===== src/hw/rtl/rbf_pkg.sv =====
// Shared types and constants for the ring buffer FIFO with bulk requests.
// Used by every module of the block and by its port checker.
package rbf_pkg;

  localparam int DEPTH      = 256;
  localparam int WORD_WIDTH = 32;
  localparam int MAX_BURST  = 64;
  localparam int AW         = $clog2(DEPTH);
  localparam int CNT_W      = 7;
  localparam int OFS_W      = 8;
  localparam int IDX_W      = $clog2(MAX_BURST);
  localparam int Q_DEPTH    = 4;
  localparam int QPW        = $clog2(Q_DEPTH);

  localparam logic [2:0] OP_PUT   = 3'd0;
  localparam logic [2:0] OP_GET   = 3'd1;
  localparam logic [2:0] OP_PEEK  = 3'd2;
  localparam logic [2:0] OP_POP   = 3'd3;
  localparam logic [2:0] OP_FLUSH = 3'd4;

  localparam logic [1:0] ST_OK      = 2'd0;
  localparam logic [1:0] ST_REFUSED = 2'd1;
  localparam logic [1:0] ST_ZERO    = 2'd2;

  typedef struct packed {
    logic [2:0]            op;
    logic [CNT_W-1:0]      count;
    logic [OFS_W-1:0]      offset;
    logic [WORD_WIDTH-1:0] data;
  } req_t;

  typedef struct packed {
    logic [WORD_WIDTH-1:0] data_out;
    logic [1:0]            status;
    logic                  last;
    logic [7:0]            fill_level;
    logic [7:0]            free_slots;
  } rsp_t;

  // one queued command: optional store write, optional read run, optional status word
  typedef struct packed {
    logic                  wr;
    logic [WORD_WIDTH-1:0] data;
    logic [AW-1:0]         wr_addr;
    logic                  rd;
    logic [AW-1:0]         rd_addr;
    logic [CNT_W-1:0]      rd_count;
    logic                  stat_emit;
    logic [1:0]            status;
    logic [7:0]            fill;
    logic [7:0]            free;
  } cmd_t;

endpackage


===== src/hw/rtl/rbf_front.sv =====
// Front part of the ring buffer FIFO: accepts request words, checks space and
// fill, moves the indices and queues commands for the back part. Uses rbf_pkg.
module rbf_front (
  input  logic          clk,
  input  logic          rst,
  input  logic          req_valid,
  output logic          req_stall,
  input  rbf_pkg::req_t req,
  output logic          push,
  output rbf_pkg::cmd_t push_cmd,
  input  logic          q_full
);
  import rbf_pkg::*;

  logic [AW-1:0]    ri, ri_next;
  logic [AW-1:0]    wi, wi_next;
  logic [CNT_W-1:0] brem, brem_next;
  logic             bacc, bacc_next;

  logic             accept;
  logic [AW-1:0]    fill;
  logic [AW-1:0]    free;
  logic [AW-1:0]    fill_after;
  logic             put_go;
  logic [CNT_W-1:0] rem_cur;
  logic             acc_cur;
  cmd_t             cmd;

  assign req_stall = q_full;
  assign accept    = req_valid && !q_full;
  assign fill      = wi - ri;
  assign free      = AW'(DEPTH - 1) - fill;

  always_comb begin
    ri_next   = ri;
    wi_next   = wi;
    brem_next = brem;
    bacc_next = bacc;
    put_go    = 1'b0;
    rem_cur   = brem;
    acc_cur   = bacc;
    cmd       = '0;
    cmd.data  = req.data;

    if (brem != '0) begin
      put_go = 1'b1;
    end else begin
      unique case (req.op)
        OP_PUT: begin
          if (req.count == '0) begin
            cmd.stat_emit = 1'b1;
            cmd.status    = ST_ZERO;
          end else begin
            put_go  = 1'b1;
            rem_cur = req.count;
            acc_cur = (req.count <= CNT_W'(MAX_BURST)) && (AW'(req.count) <= free);
          end
        end
        OP_GET, OP_PEEK: begin
          if (req.count == '0) begin
            cmd.stat_emit = 1'b1;
            cmd.status    = ST_ZERO;
          end else if (req.op == OP_GET) begin
            if (req.count > CNT_W'(MAX_BURST) || AW'(req.count) > fill) begin
              cmd.stat_emit = 1'b1;
              cmd.status    = ST_REFUSED;
            end else begin
              cmd.rd       = 1'b1;
              cmd.rd_addr  = ri;
              cmd.rd_count = req.count;
              ri_next      = ri + AW'(req.count);
            end
          end else begin
            if (req.count > CNT_W'(MAX_BURST) ||
                ({1'b0, req.offset} + (OFS_W+1)'(req.count)) > (OFS_W+1)'(fill)) begin
              cmd.stat_emit = 1'b1;
              cmd.status    = ST_REFUSED;
            end else begin
              cmd.rd       = 1'b1;
              cmd.rd_addr  = ri + AW'(req.offset);
              cmd.rd_count = req.count;
            end
          end
        end
        OP_POP: begin
          cmd.stat_emit = 1'b1;
          if (req.count == '0) begin
            cmd.status = ST_ZERO;
          end else if (AW'(req.count) > fill) begin
            cmd.status = ST_REFUSED;
          end else begin
            cmd.status = ST_OK;
            ri_next    = ri + AW'(req.count);
          end
        end
        OP_FLUSH: begin
          cmd.stat_emit = 1'b1;
          cmd.status    = ST_OK;
          ri_next       = wi;
        end
        default: ;
      endcase
    end

    if (put_go) begin
      cmd.wr      = acc_cur;
      cmd.wr_addr = wi;
      if (acc_cur) wi_next = wi + AW'(1);
      brem_next = rem_cur - CNT_W'(1);
      bacc_next = acc_cur;
      if (rem_cur == CNT_W'(1)) begin
        cmd.stat_emit = 1'b1;
        cmd.status    = acc_cur ? ST_OK : ST_REFUSED;
        bacc_next     = 1'b0;
      end
    end

    fill_after = wi_next - ri_next;
    cmd.fill   = 8'(fill_after);
    cmd.free   = 8'(AW'(DEPTH - 1) - fill_after);
  end

  assign push     = accept && (cmd.wr || cmd.rd || cmd.stat_emit);
  assign push_cmd = cmd;

  always_ff @(posedge clk) begin
    if (rst) begin
      ri   <= '0;
      wi   <= '0;
      brem <= '0;
      bacc <= 1'b0;
    end else if (accept) begin
      ri   <= ri_next;
      wi   <= wi_next;
      brem <= brem_next;
      bacc <= bacc_next;
    end
  end

endmodule


===== config.mk =====
export PLATFORM = sky130hd
export DESIGN_NAME = rbf_front
export DESIGN_NICKNAME = d
export VERILOG_FILES = /design/src/hw/rtl/rbf_pkg.sv /design/src/hw/rtl/rbf_front.sv
export SDC_FILE = /design/constraint.sdc
export NUM_CORES = 1
export LEC_CHECK = 0
export BUFFER_PORTS_ARGS = -buffer_cell sky130_fd_sc_hd__buf_2
export CAP_MARGIN = 20
export CORE_MARGIN = 4
export CORE_UTILIZATION = 40
export DETAILED_ROUTE_END_ITERATION = 7
export SETUP_SLACK_MARGIN = 0.4
export SLEW_MARGIN = 20
export SYNTH_ARGS = -nofsm -noshare
export SYNTH_HDL_FRONTEND = slang
export SYNTH_SLANG_ARGS = --single-unit

===== constraint.sdc =====
create_clock -name clk -period 9.3 [get_ports clk]
set_clock_uncertainty 0.1 [all_clocks]
set_input_delay 1.86 -clock clk [delete_from_list [all_inputs] [get_ports clk]]
set_output_delay 1.86 -clock clk [all_outputs]
set_load 0.02 [all_outputs]

; Word-level counts from Yosys, hierarchy flattened
; Index checks and enable logic that the tools add are counted.
[word_totals]
ff_bits = 24
inputBits = 54
out_inout_bits = 78
[op_classes]
add_sub_neg = 9
n_lt_le_gt_ge = 5
eq_ne = 5
mux = 37
reduce_logical = 13
[ops]
columns = op, n
row1 = $mux 8, 9
row2 = $mux 16, 4
row3 = $mux 19, 2
row4 = $pmux 8 s3, 1
row5 = $mux 7, 3
row6 = $mux 3, 6
row7 = $sub 8x8->8, 2
row8 = $sub 8x8->8 const A, 2
row9 = $pmux 3 s4, 1
row10 = $mux 1, 10
row11 = $add 8x7->9, 1
row12 = $gt 9x8->1, 1
row13 = $add 8x1->8 const B, 1
row14 = $add 8x7->8, 1
row15 = $add 8x8->8, 1
row16 = $gt 7x8->1, 1
row17 = $le 7x8->1, 1
row18 = $eq 7x1->1 const B, 1
row19 = $gt 7x7->1 const B, 1
row20 = $le 7x7->1 const B, 1
row21 = $logic_not 7->1, 1
row22 = $reduce_bool 7->1, 1
row23 = $sub 7x1->7 const B, 1
row24 = $eq 3x2->1 const B, 2
row25 = 9 further kinds, 14

; Longest topological paths before layout
[depth]
ltp_word = 12
depth_mapped = 28
mapped_depth_nobuf = 26

; Least setup slack after synthesis
; No wires, ideal clock.
[synth_path]
kind = in2out
startpoint = in req[44] in the netlist's numbering
endpoint = out push_cmd[7] in the netlist's numbering
arrival_ps = 5584
slack_ps = 1756
cell_stages = 15
path_buffers = 0
cell_sequence = ha_1 nand4b_1 a21oi_1 o21bai_1 o311ai_2 nand2_1 o21ai_0 ha_1 nor2b_1 o21ai_0 a21oi_1 o41ai_1 xnor2_1 xnor2_1 xor2_1
[synth_lines]
columns = element, line
row1 = start: declaration, rbf_front.sv:8  ; input rbf_pkg::req_t req,
row2 = end: declaration, rbf_front.sv:10  ; output rbf_pkg::cmd_t push_cmd,

==> results by group <==
Detailed routing
  – Drt wl/cell: roughly 18 um
  – # DRC: 0
  – Router iterations before antenna repair: 4
  – Via density: a little under 6
  – Initial drt markers: ~280
  – DRT antenna net count: 0
  – Vias: ~4,400
  – DRT Wirelength: around 13,000 um

STA
  – FMAX: 122 MHz
  – Final TNS setup: 0 ps
  – Final Hold Vio Count: 0
  – RSZ-0062 raised after global routing: no
  – Finish-stage setup viols: 0
  – Final-report max-slew violation count: 0
  – Slew @ Worst Pin: around 900 ps
  – Slew HR: 40.0%
  – Final min period: 8220 ps
  – Final critical-path share of the clock period: approximately nine tenths

Synth
  – Post-synth EDFFs: 0
  – Synth Register Bits: 24
  – Commonest register cell after synthesis: dfxtp_1
  – Cells after Synth: between 500 and 600
  – Seq/Total Area, Yosys: 10.7%
  – FFs w/ async S/R, synth: 0%
  – Yosys warns: 0
  – Cell area after synthesis: around 4500 um2
  – Post-Syn Area per Cell: roughly 7.6 um2
  – Distinct cells, synth: 77
  – Syn_nets: roughly 700

Clock tree
  – Root buf cell: clkbuf_8
  – CTS clock-pin slew for the worst setup and hold paths: 90 ps
  – Postcts setup bufs: 0
  – Post-CTS Hold Buffers: 0
  – Clock latency on the worst-skew pair: between 200 and 300 ps
  – Maximum buffer depth of the clock tree: 2
  – CTS tree: yes
  – CTS Buf Count: 3
  – Post-CTS resize count: 0
  – H-tree Lvls: 1
  – Clk sinks: 24

Place
  – Port Buffer Count: 67
  – Gpl congestion: a little over 0.9
  – Placed inst area: about 4700 um2
  – Half-perimeter wire length after placement: about 11,000 um

Hold path
  – Min-Delay Path Depth: 2
  – Worst hold endpoint: bacc
  – Hold Path Origin: bacc
  – Worst Hold Class: reg2reg

Worst setup path
  – Setup Crit Path Kind: reg2out
  – Max Fanout on Critical Path: 8
  – Crit-path max cell delay: about 630 ps
  – FF-to-FF path depth: 17
  – Startpoint Class: flip-flop
  – Register-to-register setup slack: 5040 ps
  – Crit-path leading delay family: compound AO/OA/AOI/OAI gates
  – Worst EP arrival: 6260 ps
  – Slowest-stage cell, CP: o311ai_2
  – Worst reg2reg endpoint: wi[7]
  – CP endpoint kind: output pin
  – Reg-to-reg startpoint: wi[0]
  – WP data required: 7340 ps
  – Crit path buffers/inverters: 2

Job
  – Number of max-cap violations: 0

Global route
  – Initial antenna violation count: 0
  – Global route overflow: 0
  – GR Util All Layers: between 20% and 30%
  – Vias in the first global route: between 4,000 and 5,000
  – Largest net degree at the start of global routing: 26
  – First-pass GRT wire length: 21,600 um

Pwr
  – Power Density: around 300 nW/um2
  – Switching share of power: a little under three fifths
  – Reg power frac: between 10% and 20%
  – Logic pwr share: between 80% and 90%
  – Clock Power Share: about 6.6%
  – Cell Int Power: around 610 uW
  – Psw: between 800 and 900 uW
  – Pleak: around 2.1 nW
  – Peak VDD IR: 0.356 mV

Die
  – Core Box Area: roughly 11,000 um2
  – I/O pin cnt: 132
  – Initial Util: 41.2%
  – Number of placement rows: 38
  – Die Span Y: 114 um
  – Die area: about 13,000 um2
  – Die Wd: roughly 110 um

Layout
  – Post-route cell area: ~4800 um2
  – Layout cells sized above 1: approximately 17%
  – Antenna diodes: 0
  – Most common cell after layout, fill and taps aside: buf_2
  – Fill count: 1,143
  – Most frequent cells in the layout: buf_2, ha_1, nor2_1, a21oi_1, inv_1
  – Fin nets: about 730
  – Layout area overhead: 5.97%

Status
  – Status: finished, final reports clean
-- kinds of logic (layout without fill, tap and decap cells) --
family	after synthesis	after routing	share of synthesized area, %
simple gates	187	187	22.1
compound gates	170	170	27.5
buf+inv	98	119	11.2
fa+ha+maj	65	65	19.0
xor+xnor	44	44	8.59
flops	24	24	10.7
mux	4	4	0.920
-- worst max path at each step --
stage                     startpoint          end  slack, ps  cells past startpoint
final                          wi[0]  push_cmd[7]       1080                     25
after CTS                      wi[0]  push_cmd[7]       1080                     25
after detailed placement     req[43]  push_cmd[7]       1220                     17
after global placement       req[43]  push_cmd[7]       1340                     17
after floorplan              req[44]  push_cmd[7]       1760                     15
after global routing           wi[0]  push_cmd[7]        460                     25
-- state kept, by name, indices dropped and copies added, names as in the netlist --
name	count
wi	8
bacc	1
brem	7
ri	8
-- synth_stat cells, types with 5 or more instances --
master | count | area share [%]
o31ai_1 | 5 | 0.84
a21o_1 | 12 | 2.0
o211ai_1 | 6 | 1.0
nand2_1 | 37 | 3.1
clkbuf_1 | 16 | 1.3
dfxtp_1 | 24 | 11
a21oi_1 | 49 | 5.5
and2_1 | 16 | 2.2
fa_1 | 5 | 2.2
nand2b_1 | 12 | 1.7
xnor2_1 | 29 | 5.7
o21a_1 | 5 | 0.84
nand4_1 | 5 | 0.70
inv_1 | 44 | 3.7
o21bai_1 | 6 | 1.0
nand3_1 | 10 | 1.1
o21ai_0 | 18 | 2.0
nor4_1 | 5 | 0.70
ha_1 | 60 | 17
nor2_1 | 49 | 4.1
nor3_1 | 10 | 1.1
xor2_1 | 15 | 2.9
buf_4 | 33 | 5.5
a22oi_1 | 8 | 1.3
nor2b_1 | 10 | 1.4
a211oi_1 | 8 | 1.3
and3_1 | 7 | 0.98
o41ai_1 | 5 | 0.98
-- per-stage QoR --
stage	hold WS [ps]	worst slack, ps	cells	power [mW]	utilization, %
final	384	1080	753	1.43	43.7
after global routing	425	462	753	1.58	43.7
after CTS	391	1080	752	1.43	43.6
after detailed placement	379	1220	748	1.33	43.0
after global placement	374	1340	748	1.32	43.0
after floorplan	357	1760	592	1.04	-
-- per-layer routing --
| metal | global-route usage, % | vias up | part of all wire [%] |
|---|---|---|---|
| met3 | 2.23 | 26 | 5.6 |
| met1 | 27.7 | 2050 | 46 |
| li1 | - | 2143 | - |
| met4 | 5.70 | 0 | 2.2 |
| met5 | 0 | - | 0 |
| met2 | 34.7 | 149 | 46 |
-- cell type report --
class	count	area (um2)	area share, %
multi-input combinational	470	3500	73.7
sequential	24	480	10.1
timing repair buffer	70	355	7.47
tap	140	175	3.68
inverter	45	169	3.55
clock buffer	3	41.3	0.868
clock inverter	1	30.0	0.631
-- power groups by stage --
stage	clock [mW]	sequential (mW)	combinational, mW
4_1_cts	0.0956	0.144	1.19
3_5_place_dp	0	0.146	1.18
2_1_floorplan	0	0.135	0.910
3_3_place_gp	0	0.146	1.17
5_1_grt	0.0999	0.147	1.33
6_report	0.0944	0.144	1.19
-- worst min-delay path: stages (launching register included) --
cell and delay (ps):
dfxtp_1 340, nand2_1 60, a21oi_1 50
(Power assumes the default switching activity.)
