--- config.mk ---
export PLATFORM = sky130hd
export DESIGN_NAME = rbf_queue
export DESIGN_NICKNAME = d
export VERILOG_FILES = /design/src/hw/rtl/rbf_pkg.sv /design/src/hw/rtl/rbf_queue.sv
export SDC_FILE = /design/constraint.sdc
export NUM_CORES = 1
export LEC_CHECK = 0
export BUFFER_PORTS_ARGS = -buffer_cell sky130_fd_sc_hd__buf_2
export CAP_MARGIN = 40
export CELL_PAD_IN_SITES_DETAIL_PLACEMENT = 0
export CELL_PAD_IN_SITES_GLOBAL_PLACEMENT = 1
export CORE_ASPECT_RATIO = 1.5
export CORE_MARGIN = 1.5
export CORE_UTILIZATION = 45
export DETAILED_ROUTE_END_ITERATION = 16
export PLACE_DENSITY = 0.85
export SYNTH_ARGS = -nofsm -noshare
export SYNTH_HDL_FRONTEND = slang
export SYNTH_SLANG_ARGS = --single-unit
--- constraint.sdc ---
create_clock -name clk -period 3.2 [get_ports clk]
set_input_delay 0.96 -clock clk [delete_from_list [all_inputs] [get_ports clk]]
set_output_delay 0.96 -clock clk [all_outputs]
set_load 0.05 [all_outputs]
--- src/hw/rtl/rbf_pkg.sv ---
// Shared types and constants for the ring buffer FIFO with bulk requests.
// Used by every module of the block and by its port checker.
package rbf_pkg;

  localparam int DEPTH      = 256;
  localparam int WORD_WIDTH = 32;
  localparam int MAX_BURST  = 64;
  localparam int AW         = $clog2(DEPTH);
  localparam int CNT_W      = 7;
  localparam int OFS_W      = 8;
  localparam int IDX_W      = $clog2(MAX_BURST);
  localparam int Q_DEPTH    = 4;
  localparam int QPW        = $clog2(Q_DEPTH);

  localparam logic [2:0] OP_PUT   = 3'd0;
  localparam logic [2:0] OP_GET   = 3'd1;
  localparam logic [2:0] OP_PEEK  = 3'd2;
  localparam logic [2:0] OP_POP   = 3'd3;
  localparam logic [2:0] OP_FLUSH = 3'd4;

  localparam logic [1:0] ST_OK      = 2'd0;
  localparam logic [1:0] ST_REFUSED = 2'd1;
  localparam logic [1:0] ST_ZERO    = 2'd2;

  typedef struct packed {
    logic [2:0]            op;
    logic [CNT_W-1:0]      count;
    logic [OFS_W-1:0]      offset;
    logic [WORD_WIDTH-1:0] data;
  } req_t;

  typedef struct packed {
    logic [WORD_WIDTH-1:0] data_out;
    logic [1:0]            status;
    logic                  last;
    logic [7:0]            fill_level;
    logic [7:0]            free_slots;
  } rsp_t;

  // one queued command: optional store write, optional read run, optional status word
  typedef struct packed {
    logic                  wr;
    logic [WORD_WIDTH-1:0] data;
    logic [AW-1:0]         wr_addr;
    logic                  rd;
    logic [AW-1:0]         rd_addr;
    logic [CNT_W-1:0]      rd_count;
    logic                  stat_emit;
    logic [1:0]            status;
    logic [7:0]            fill;
    logic [7:0]            free;
  } cmd_t;

endpackage

--- src/hw/rtl/rbf_queue.sv ---
// Short command queue between the front and back parts of the ring buffer FIFO.
// Depends on rbf_pkg for the command type and depth.
module rbf_queue (
  input  logic          clk,
  input  logic          rst,
  input  logic          push,
  input  rbf_pkg::cmd_t push_cmd,
  output logic          full,
  input  logic          pop,
  output logic          nonempty,
  output rbf_pkg::cmd_t head
);
  import rbf_pkg::*;

  cmd_t           slots [Q_DEPTH];
  logic [QPW-1:0] wptr;
  logic [QPW-1:0] rptr;
  logic [QPW:0]   cnt;

  assign full     = (cnt == (QPW+1)'(Q_DEPTH));
  assign nonempty = (cnt != '0);
  assign head     = slots[rptr];

  always_ff @(posedge clk) begin
    if (push) begin
      slots[wptr] <= push_cmd;
    end
  end

  always_ff @(posedge clk) begin
    if (rst) begin
      wptr <= '0;
      rptr <= '0;
      cnt  <= '0;
    end else begin
      if (push) wptr <= wptr + QPW'(1);
      if (pop)  rptr <= rptr + QPW'(1);
      unique case ({push, pop})
        2'b10:   cnt <= cnt + (QPW+1)'(1);
        2'b01:   cnt <= cnt - (QPW+1)'(1);
        default: cnt <= cnt;
      endcase
    end
  end

endmodule

# Word level (Yosys, flattened, before mapping)
# Memories as Yosys holds them, arrays and structs flattened. A register that Yosys moved wholly into a read port is not among the register bits.
# Index checks and enable logic that the tools add are counted.
[totals]
regBits = 7
ram_bits = 304
input_bits = 80
output_inout_bits = 78
wordCells = 18
mem_count = 1
[classes]
addsub = 4
eq_ne = 3
n_mux = 5
reduce_logical = 2
[mem_list]
columns = ["name", "words", "width", "rd", "rd_ports_with_merged_regs", "wr", "line", "rtl"]
rows = [
  ["slots", 4, 76, 1, 1, 1, "rbf_queue.sv:15", "cmd_t slots [Q_DEPTH];"],
]
[op_table]
columns = ["cell", "n"]
rows = [
  ["3-bit one-hot mux with 2 select lines", 1],
  ["2-bit by 1-bit adder with 2-bit output, second input constant", 2],
  ["2-bit 2-to-1 mux", 2],
  ["3-bit by 1-bit adder with 3-bit output, second input constant", 1],
  ["3-bit equality test, second input constant", 1],
  ["3-bit nonzero test", 1],
  ["3-bit by 1-bit subtractor with 3-bit output, second input constant", 1],
  ["2-bit by 1-bit equality test with 1-bit output, second input constant", 1],
  ["2-bit equality test, second input constant", 1],
  ["1-bit 2-to-1 mux", 2],
  ["2-bit nonzero test", 1],
]

# Longest topological paths before layout
# Gate-level depths: netlist of the first run.
[logic_depth]
word_depth = 3
depth_mapped = 7
ltp_nobuf = 7

# Worst setup path after synthesis of the first run
# Ideal clock, no wire load.
[synth_path]
kind = "input-to-reg"
from = "in push"
to = "mem slots[0][0] in the netlist's numbering, enable pin"
setup_ps = 442
arrival_time_ps = 2734
required_time_ps = 2758
path_slack_ps = 24
cell_stages = 1
n_path_buf = 0
cell_sequence = "and2_1"
[synth_between]
elab_chain_len = 2
[synth_rtl]
columns = ["element", "line", "rtl"]
rows = [
  ["start: declaration", "rbf_queue.sv:6", "input logic push,"],
  ["1-bit 2-to-1 mux", "rbf_queue.sv:25", "if (push) begin"],
  ["1-bit 2-to-1 mux (not written as such)", "rbf_queue.sv:26", "slots[wptr] <= push_cmd;"],
  ["end: declaration", "rbf_queue.sv:15", ""],
]
# Every way passes these cells.

==> PnR_summary.wiki, run 1 <==
{| class="wikitable"
! Metric !! Value
|-
| Outcome || finished clean
|-
| Library cells used by synthesis || 22
|-
| Aggregate routed wire length || 20990 um
|-
| Wire length of the first global-routing pass || 31880 um
|-
| Number of cells on the worst hold path || 2
|-
| Synthesized area per cell || 25.78 um^2
|-
| Area of placed instances || 0.01271 mm^2
|-
| Post-detail-place hpwl || 13540 um
|-
| Pin count of the biggest net entering global routing || 34
|-
| Post-CTS resize count || 0
|-
| Worst min-delay path category || reg -> reg
|-
| Seq pwr share || 51.2%
|-
| Worst-Margin Slew || 0.5428 ns
|-
| Die Ht || 198.3 um
|-
| Setup slack on the worst flop-to-flop path || 1.42 ns
|-
| Detailed Route Iter0 Violations || 260
|-
| Fillcell total || 1897
|-
| Max Cap Violations || 0
|-
| Row Count || 71
|-
| Gpl congestion || 0.6958
|-
| Number of I/O pins || 158
|-
| Worst-case clock skew || 0.01257 ns
|-
| Worst R2R Path Depth || 4
|-
| Net switching power || 2.391 mW
|-
| Critical path's top delay family || buffers and inverters
|-
| Level count of the clock H-tree || 1
|-
| Clock power frac || 34.4%
|-
| Width of the chip || 133.2 um
|-
| Detailed-routing iteration count for the pre-antenna-repair pass || 4
|-
| Sum of overflow across all layers after global routing || 0
|-
| CTS max path bufs || 3
|-
| Area of the die || 0.02642 mm^2
|-
| Total vias in the final route || 5104
|-
| Number of flip-flops and latches in the synthesized netlist || 313
|-
| Achievable clock frequency || 334.0 MHz
|-
| Via/cell ratio || 5.198
|-
| Worst endpoint data arrival time || 2.03 ns
|-
| Min Tclk post-route || 2.994 ns
|-
| Final std cells w/o fill || 982
|-
| Reg2reg start || wptr[0]$_SDFFE_PP0P_
|-
| Worst-path maximum fanout || 17
|-
| Total Negative Setup Slacks || 0 ns
|-
| Number of hold violations in the final report || 0
|-
| Starting Density || 45.69%
|-
| Final Setup Violations || 0
|-
| Most area-hungry cell type in the Yosys netlist || sky130_fd_sc_hd__edfxtp_1
|-
| Area of the core || 0.02505 mm^2
|-
| Clock net sink count || 313
|-
| # nets final || 718
|-
| Synth-to-layout area growth || 19.06%
|-
| Proportion of synthesized chip area in sequential cells || 81.33%
|-
| Share of post-route cells with drive strength above 1 || 46.25%
|-
| Cell area after synthesis || 0.01145 mm^2
|-
| Number of placed cells counting well taps || 927
|-
| Via count of the first global-routing pass || 5744
|-
| Launch point of the worst hold path || cnt[2]$_SDFFE_PP0P_
|-
| Number of remaining DRC errors || 0
|-
| Relative max-transition margin || 63.82%
|-
| Number of CTS-inserted buffers || 28
|-
| CP Capture Type || primary output
|-
| Final cycle utilization of the critical path || 93.57%
|-
| Internal power component || 6.915 mW
|-
| Clock latency of the later-clocked register in the worst-skew pair || 0.54 ns
|-
| Share of the core filled with cells in the final layout || 54.40%
|-
| Reg area || 0.009316 mm^2
|-
| Biggest cell delay along the critical path || 0.54 ns
|-
| IO buf count || 157
|-
| Max Slew Vio Count || 0
|-
| Critical-path top delay cell || sky130_fd_sc_hd__dfxtp_4
|-
| Sink of the worst hold path || cnt[2]$_SDFFE_PP0P_
|-
| Number of antenna-violating nets in the routed design || 0
|-
| Power density over the cells || 682.8 mW/mm^2
|-
| Max rail drop VDD || 0.0004533 V
|-
| Cell count after synthesis || 444
|-
| Routed wire length per instance || 21.37 um
|-
| Most area-consuming cells after synthesis || sky130_fd_sc_hd__edfxtp_1 80%, sky130_fd_sc_hd__mux4_2 15%, sky130_fd_sc_hd__dfxtp_1 1.6%
|-
| Fraction of power consumed by combinational cells || 14.4%
|-
| Clock tree root driver cell || sky130_fd_sc_hd__clkbuf_16
|-
| Critical Path Start Type || register
|-
| CTS tree || built
|-
| Number of antenna violations at the first check in global routing || 2
|-
| Switching part of the total power || 25.70%
|-
| Area share of the largest cell type after synthesis || 79.76%
|-
| Leakage power summed over all cells || 4.598 nW
|-
| Series of cell instances along the critical path || buf_4 > mux4_2 > buf_2
|-
| Critical R2R Capture || slots[2][24]$_DFFE_PP_
|-
| Critical path data required time || 2.24 ns
|-
| Area used by multi-input combinational logic || 0.001951 mm^2
|-
| Count of warnings emitted by yosys || 0
|-
| Post-Synthesis Net Count || 530
|-
| Final std cell area, no fill || 0.01363 mm^2
|-
| Critical path start-end classification || reg -> out
|-
| Combined global-route utilization of all metal layers || 16.14%
|-
| RSZ-0062 raised after global routing || no
|-
| Final Total Pwr || 9.306 mW
|-
| Clock-pin slew on the worst setup and hold paths || 0.07 ns
|-
| Bufs and invs on worst path || 2
|}
timing repair:
action,4_1_cts,5_1_grt
hold buffers,0,0
setup buffers,3,0
endpoints found under the setup margin,1,0
cells in the final DEF, fill, tap and decap left out, drive strengths merged:
| master | count |
|---|---|
| edfxtp | 304 |
| buf | 176 |
| mux4 | 76 |
| clkbuf | 35 |
| clkinv | 12 |
| dfxtp | 9 |
| nor2 | 8 |
| inv | 7 |
| ha | 5 |
| and2 | 4 |
| xor2 | 3 |
| or3 | 2 |
| xnor2 | 2 |
| a21oi | 2 |
| clkinvlp | 2 |
| diode | 1 |
| and3 | 1 |
| nand2 | 1 |
| mux2i | 1 |
| o21ai | 1 |
| fa | 1 |
| bufinv | 1 |
layer usage:
metal	track usage, %	vias to the layer above	share of wire (%)
met4	5.918	2	2.3
met3	3.072	37	4.7
li1	-	2265	-
met5	0	-	0.062
met1	18.75	2665	38
met2	29.73	135	55
worst reg2reg max path, stage by stage (launching register included):
cell and delay, ns:
sky130_fd_sc_hd__dfxtp_1 0.35, sky130_fd_sc_hd__inv_1 0.09, sky130_fd_sc_hd__ha_1 0.15, sky130_fd_sc_hd__and2_4 0.50, sky130_fd_sc_hd__buf_4 0.38
power groups by stage:
stage	combinational [mW]	clock [mW]	sequential, mW
after CTS	1.37	3.28	4.77
after global routing	1.41	3.44	4.78
after global placement	1.32	0	4.84
after floorplan	1.02	0	4.83
final	1.34	3.20	4.76
after detailed placement	1.35	0	4.86
synthesized netlist by cell type, drive strengths merged:
cell type,number
a21oi,2
ha,5
mux2i,1
nand2,1
clkbuf,1
xor2,3
nor2,8
and3,1
dfxtp,9
mux4,76
and2,4
xnor2,2
o21ai,1
inv,6
or3,2
buf,17
edfxtp,304
fa,1
per-stage QoR:
stage               setup slack, ns  hold slack (ns)
floorplan                   0.02370           0.4619
global placement             0.6082           0.4701
detailed placement           0.5922           0.5275
CTS                          0.1466           0.5353
global route                 0.1144           0.5724
finish                       0.2059           0.5355
cell type report:
type / count / area share [%]
Antenna cell: 1 / 0.01836
Clock buffer: 35 / 5.637
Clock inverter: 16 / 0.9456
Inverter: 6 / 0.1653
Multi-Input combinational cell: 107 / 14.31
Sequential cell: 313 / 68.36
Tap cell: 328 / 3.011
Timing Repair Buffer: 176 / 7.547
sequential cells by signal, summed over array words and instances, names as in the netlist, named ones only:
name and count:
slots 304, cnt 3, rptr 2, wptr 2
logic make-up after synthesis:
| family | share of synthesized area [%] |
|---|---|
| AO/OA/AOI/OAI | 0.1311 |
| XOR/XNOR | 0.3827 |
| adder cells (fa/ha/maj) | 0.7215 |
| buffers and inverters | 1.716 |
| flip-flops | 81.33 |
| multiplexers | 15.04 |
| AND/OR/NAND/NOR | 0.6777 |
worst max path at each step:
| stage | end | slack [ns] | from | cells past startpoint |
|---|---|---|---|---|
| floorplan | slots[0][0]$_DFFE_PP_ | 0.02 | push | 1 |
| global placement | head[30] | 0.61 | register | 3 |
| detailed placement | head[30] | 0.59 | register | 3 |
| CTS | head[30] | 0.15 | register | 3 |
| global route | head[7] | 0.11 | register | 3 |
| finish | head[62] | 0.21 | register | 3 |
No activity file was read; power rests on OpenSTA's default activity.
==> run 2, diff against run 1 <==
--- a/config.mk
+++ b/config.mk
@@ -7,11 +7,9 @@
 export LEC_CHECK = 0
 export BUFFER_PORTS_ARGS = -buffer_cell sky130_fd_sc_hd__buf_2
 export CAP_MARGIN = 40
-export CELL_PAD_IN_SITES_DETAIL_PLACEMENT = 0
-export CELL_PAD_IN_SITES_GLOBAL_PLACEMENT = 1
 export CORE_ASPECT_RATIO = 1.5
 export CORE_MARGIN = 1.5
-export CORE_UTILIZATION = 45
+export CORE_UTILIZATION = 51
 export DETAILED_ROUTE_END_ITERATION = 16
 export PLACE_DENSITY = 0.85
 export SYNTH_ARGS = -nofsm -noshare
==> constraint.sdc (replaced) <==
create_clock -name clk -period 2.5 [get_ports clk]
set_input_delay 0.75 -clock clk [delete_from_list [all_inputs] [get_ports clk]]
set_output_delay 0.75 -clock clk [all_outputs]
set_load 0.05 [all_outputs]
==> PnR_summary.wiki, run 2 (synthesized netlist as in run 1, its figures left out) <==
{| class="wikitable"
! Metric !! Value
|-
| Outcome || finished with violations
|-
| Failing checks || setup timing
|-
| Detailed-routing iteration count for the pre-antenna-repair pass || 4 (unchanged)
|-
| Share of the core filled with cells in the final layout || 64.57% (+10 points)
|-
| Biggest cell delay along the critical path || 0.53 ns (about the same)
|-
| Critical path start-end classification || reg -> out
|-
| Final std cell area, no fill || 0.01434 mm^2 (+5.3%)
|-
| Most frequent standard cell in the layout excluding fill and tap cells || sky130_fd_sc_hd__edfxtp_1
|-
| Post-detail-place hpwl || 12200 um (-9.9%)
|-
| Wire length of the first global-routing pass || 33300 um (+4.5%)
|-
| # nets final || 725 (+0.97%)
|-
| Pin count of the biggest net entering global routing || 77 (+130%)
|-
| CTS max path bufs || 3 (unchanged)
|-
| Worst-Margin Slew || 0.4949 ns (-0.04780 ns)
|-
| Max FFs per register || 304 (unchanged)
|-
| Minimum setup slack in the final design || -0.2398 ns (-0.4457 ns)
|-
| Via count of the first global-routing pass || 5860 (+2.0%)
|-
| Clock tree root driver cell || sky130_fd_sc_hd__clkbuf_16
|-
| Number of remaining DRC errors || 0 (unchanged)
|-
| Die Ht || 186.5 um (-6.0%)
|-
| RSZ-0062 raised after global routing || yes
|-
| Max Cap Violations || 0 (unchanged)
|-
| Area of the die || 0.02337 mm^2 (-12%)
|-
| Area of the core || 0.02222 mm^2 (-11%)
|-
| Final Total Pwr || 12.75 mW (+37%)
|-
| Detailed Route Iter0 Violations || 357 (+37%)
|-
| Cell mode on critical path || sky130_fd_sc_hd__buf_12
|-
| Met2 usage in global routing || 33.33% (+3.6 points)
|-
| Power density over the cells || 889.0 mW/mm^2 (+30%)
|-
| Total vias in the final route || 5253 (+2.9%)
|-
| Register with the highest flop count || slots
|-
| Final cycle utilization of the critical path || 109.6%
|-
| Starting Density || 51.52% (+5.8 points)
|-
| Max rail drop VDD || 0.0006889 V (+52%)
|-
| Via/cell ratio || 5.600 (+7.7%)
|-
| Worst min-delay path category || in -> reg
|-
| Number of antenna-violating nets in the routed design || 0 (unchanged)
|-
| Number of CTS-inserted buffers || 28 (unchanged)
|-
| Gpl congestion || 0.7159 (+2.9%)
|-
| Width of the chip || 125.3 um (-5.9%)
|-
| Number of antenna violations at the first check in global routing || 3 (+1)
|-
| Max Slew Vio Count || 0 (unchanged)
|-
| Final Setup Violations || 76 (+76)
|-
| Clock net sink count || 313 (unchanged)
|-
| Number of I/O pins || 158 (unchanged)
|-
| Row Count || 67 (-5.6%)
|-
| Clock latency of the later-clocked register in the worst-skew pair || 0.53 ns (about the same)
|-
| Worst endpoint data arrival time || 1.99 ns (-0.04 ns)
|-
| Critical path data required time || 1.75 ns (-0.49 ns)
|-
| Share of post-route cells with drive strength above 1 || 46.97% (+0.72 points)
|-
| Aggregate routed wire length || 22120 um (+5.4%)
|-
| Met1 track utilization from global routing || 22.07% (+3.3 points)
|-
| CTS Hold Buffers Added || 0 (unchanged)
|-
| Commonest cells after routing, fill and taps aside || 304 x sky130_fd_sc_hd__edfxtp_1, 81 x sky130_fd_sc_hd__buf_2, 77 x sky130_fd_sc_hd__buf_6
|-
| Combined global-route utilization of all metal layers || 18.47% (+2.3 points)
|-
| Series of cell instances along the critical path || buf_12 > buf_12 > buf_12 > mux4_2 > buf_6
|-
| Layer carrying the most global-route usage || met2
|-
| CP Capture Type || primary output
|-
| Worst-path maximum fanout || 7 (-10)
|-
| Clock-pin slew on the worst setup and hold paths || 0.07 ns (about the same)
|-
| Largest regs || slots: 304 flops, cnt: 3 flops
|-
| Worst-case clock skew || 0.01174 ns (-0.0008307 ns)
|-
| Routed wire length per instance || 23.58 um (+10%)
|-
| Achievable clock frequency || 365.0 MHz
|-
| GR Util met3 || 3.956% (+0.88 points)
|-
| IO buf count || 157 (unchanged)
|-
| Sum of overflow across all layers after global routing || 0 (unchanged)
|-
| Relative max-transition margin || 67.00% (+3.2 points)
|-
| CTS tree || built
|-
| Synth-to-layout area growth || 25.32%
|-
| Number of hold violations in the final report || 0 (unchanged)
|-
| Min Tclk post-route || 2.740 ns
|-
| Critical Path Start Type || register
|-
| Area of placed instances || 0.01261 mm^2 (-0.77%)
|-
| Setup slack on the worst flop-to-flop path || 0.86 ns (-0.56 ns)
|-
| Total Negative Setup Slacks || -13.56 ns (-13.56 ns)
|-
| Critical-path top delay cell || sky130_fd_sc_hd__mux4_2
|-
| Leakage power summed over all cells || 4.894 nW (+6.4%)
|-
| Level count of the clock H-tree || 1 (unchanged)
|}
## run 2: cell types whose count changed in the layout (fill, tap and decap cells not counted), sizes merged
cell and delta:
bufinv +5, buf +4, clkbuf +2, clkinv -2
clkinvlp -1, diode +1, inv -1
## run 2: path summary, 6_finish.rpt
path,from,end,depth (start not counted)
min,push_cmd[36],slots[2][36]$_DFFE_PP_,1
min reg2reg,cnt[2]$_SDFFE_PP0P_,cnt[2]$_SDFFE_PP0P_,2
max reg2reg,cnt[1]$_SDFFE_PP0P_,cnt[2]$_SDFFE_PP0P_,5
max,register,head[35],5
## run 2: per-stage QoR
stage	instances	hold slack (ns)	setup WS, ns
after floorplan	444	0.4619	0.3623
after global placement	869	0.4727	0.1807
after detailed placement	869	0.5229	0.1387
after CTS	926	0.4047	-0.2896
after global routing	936	0.4074	-0.3076
final	938	0.4327	-0.2398
## run 2: worst max-delay path: cells and delay by family (launching register included)
family	cells	cell delay [ns]
flip-flops	1	0.41
buffers and inverters	4	0.52
multiplexers	1	0.53
## run 2: layer usage
layer	part of all wire, %	vias up
li1	-	2284
met1	37	2773
met2	55	151
met3	5.1	43
met4	2.5	2
met5	0.050	-
## run 2: power by group
part	total, mW	internal [mW]	leakage (nW)	switching [mW]
Clock	4.56	2.75	0.488	1.81
Combinational	2.09	0.830	1.54	1.26
Sequential	6.09	6.02	2.87	0.0728
Total	12.8	9.60	4.89	3.15
## run 2: area by class of cell
cell class / instances / area, um^2
timing repair buffer: 183 / 1708
tap: 276 / 345.3
fill: 1385 / 7871
antenna: 2 / 5.005
inverter: 6 / 22.52
sequential: 313 / 9316
clock buffer: 34 / 744.5
multi-input combinational: 107 / 1951
clock inverter: 17 / 251.5
## run 2: what timing repair did
item	4_1_cts	5_1_grt
resized for setup	155	6
gates cloned	1	5
setup buffers	5	6
setup endpoints to repair	76	76
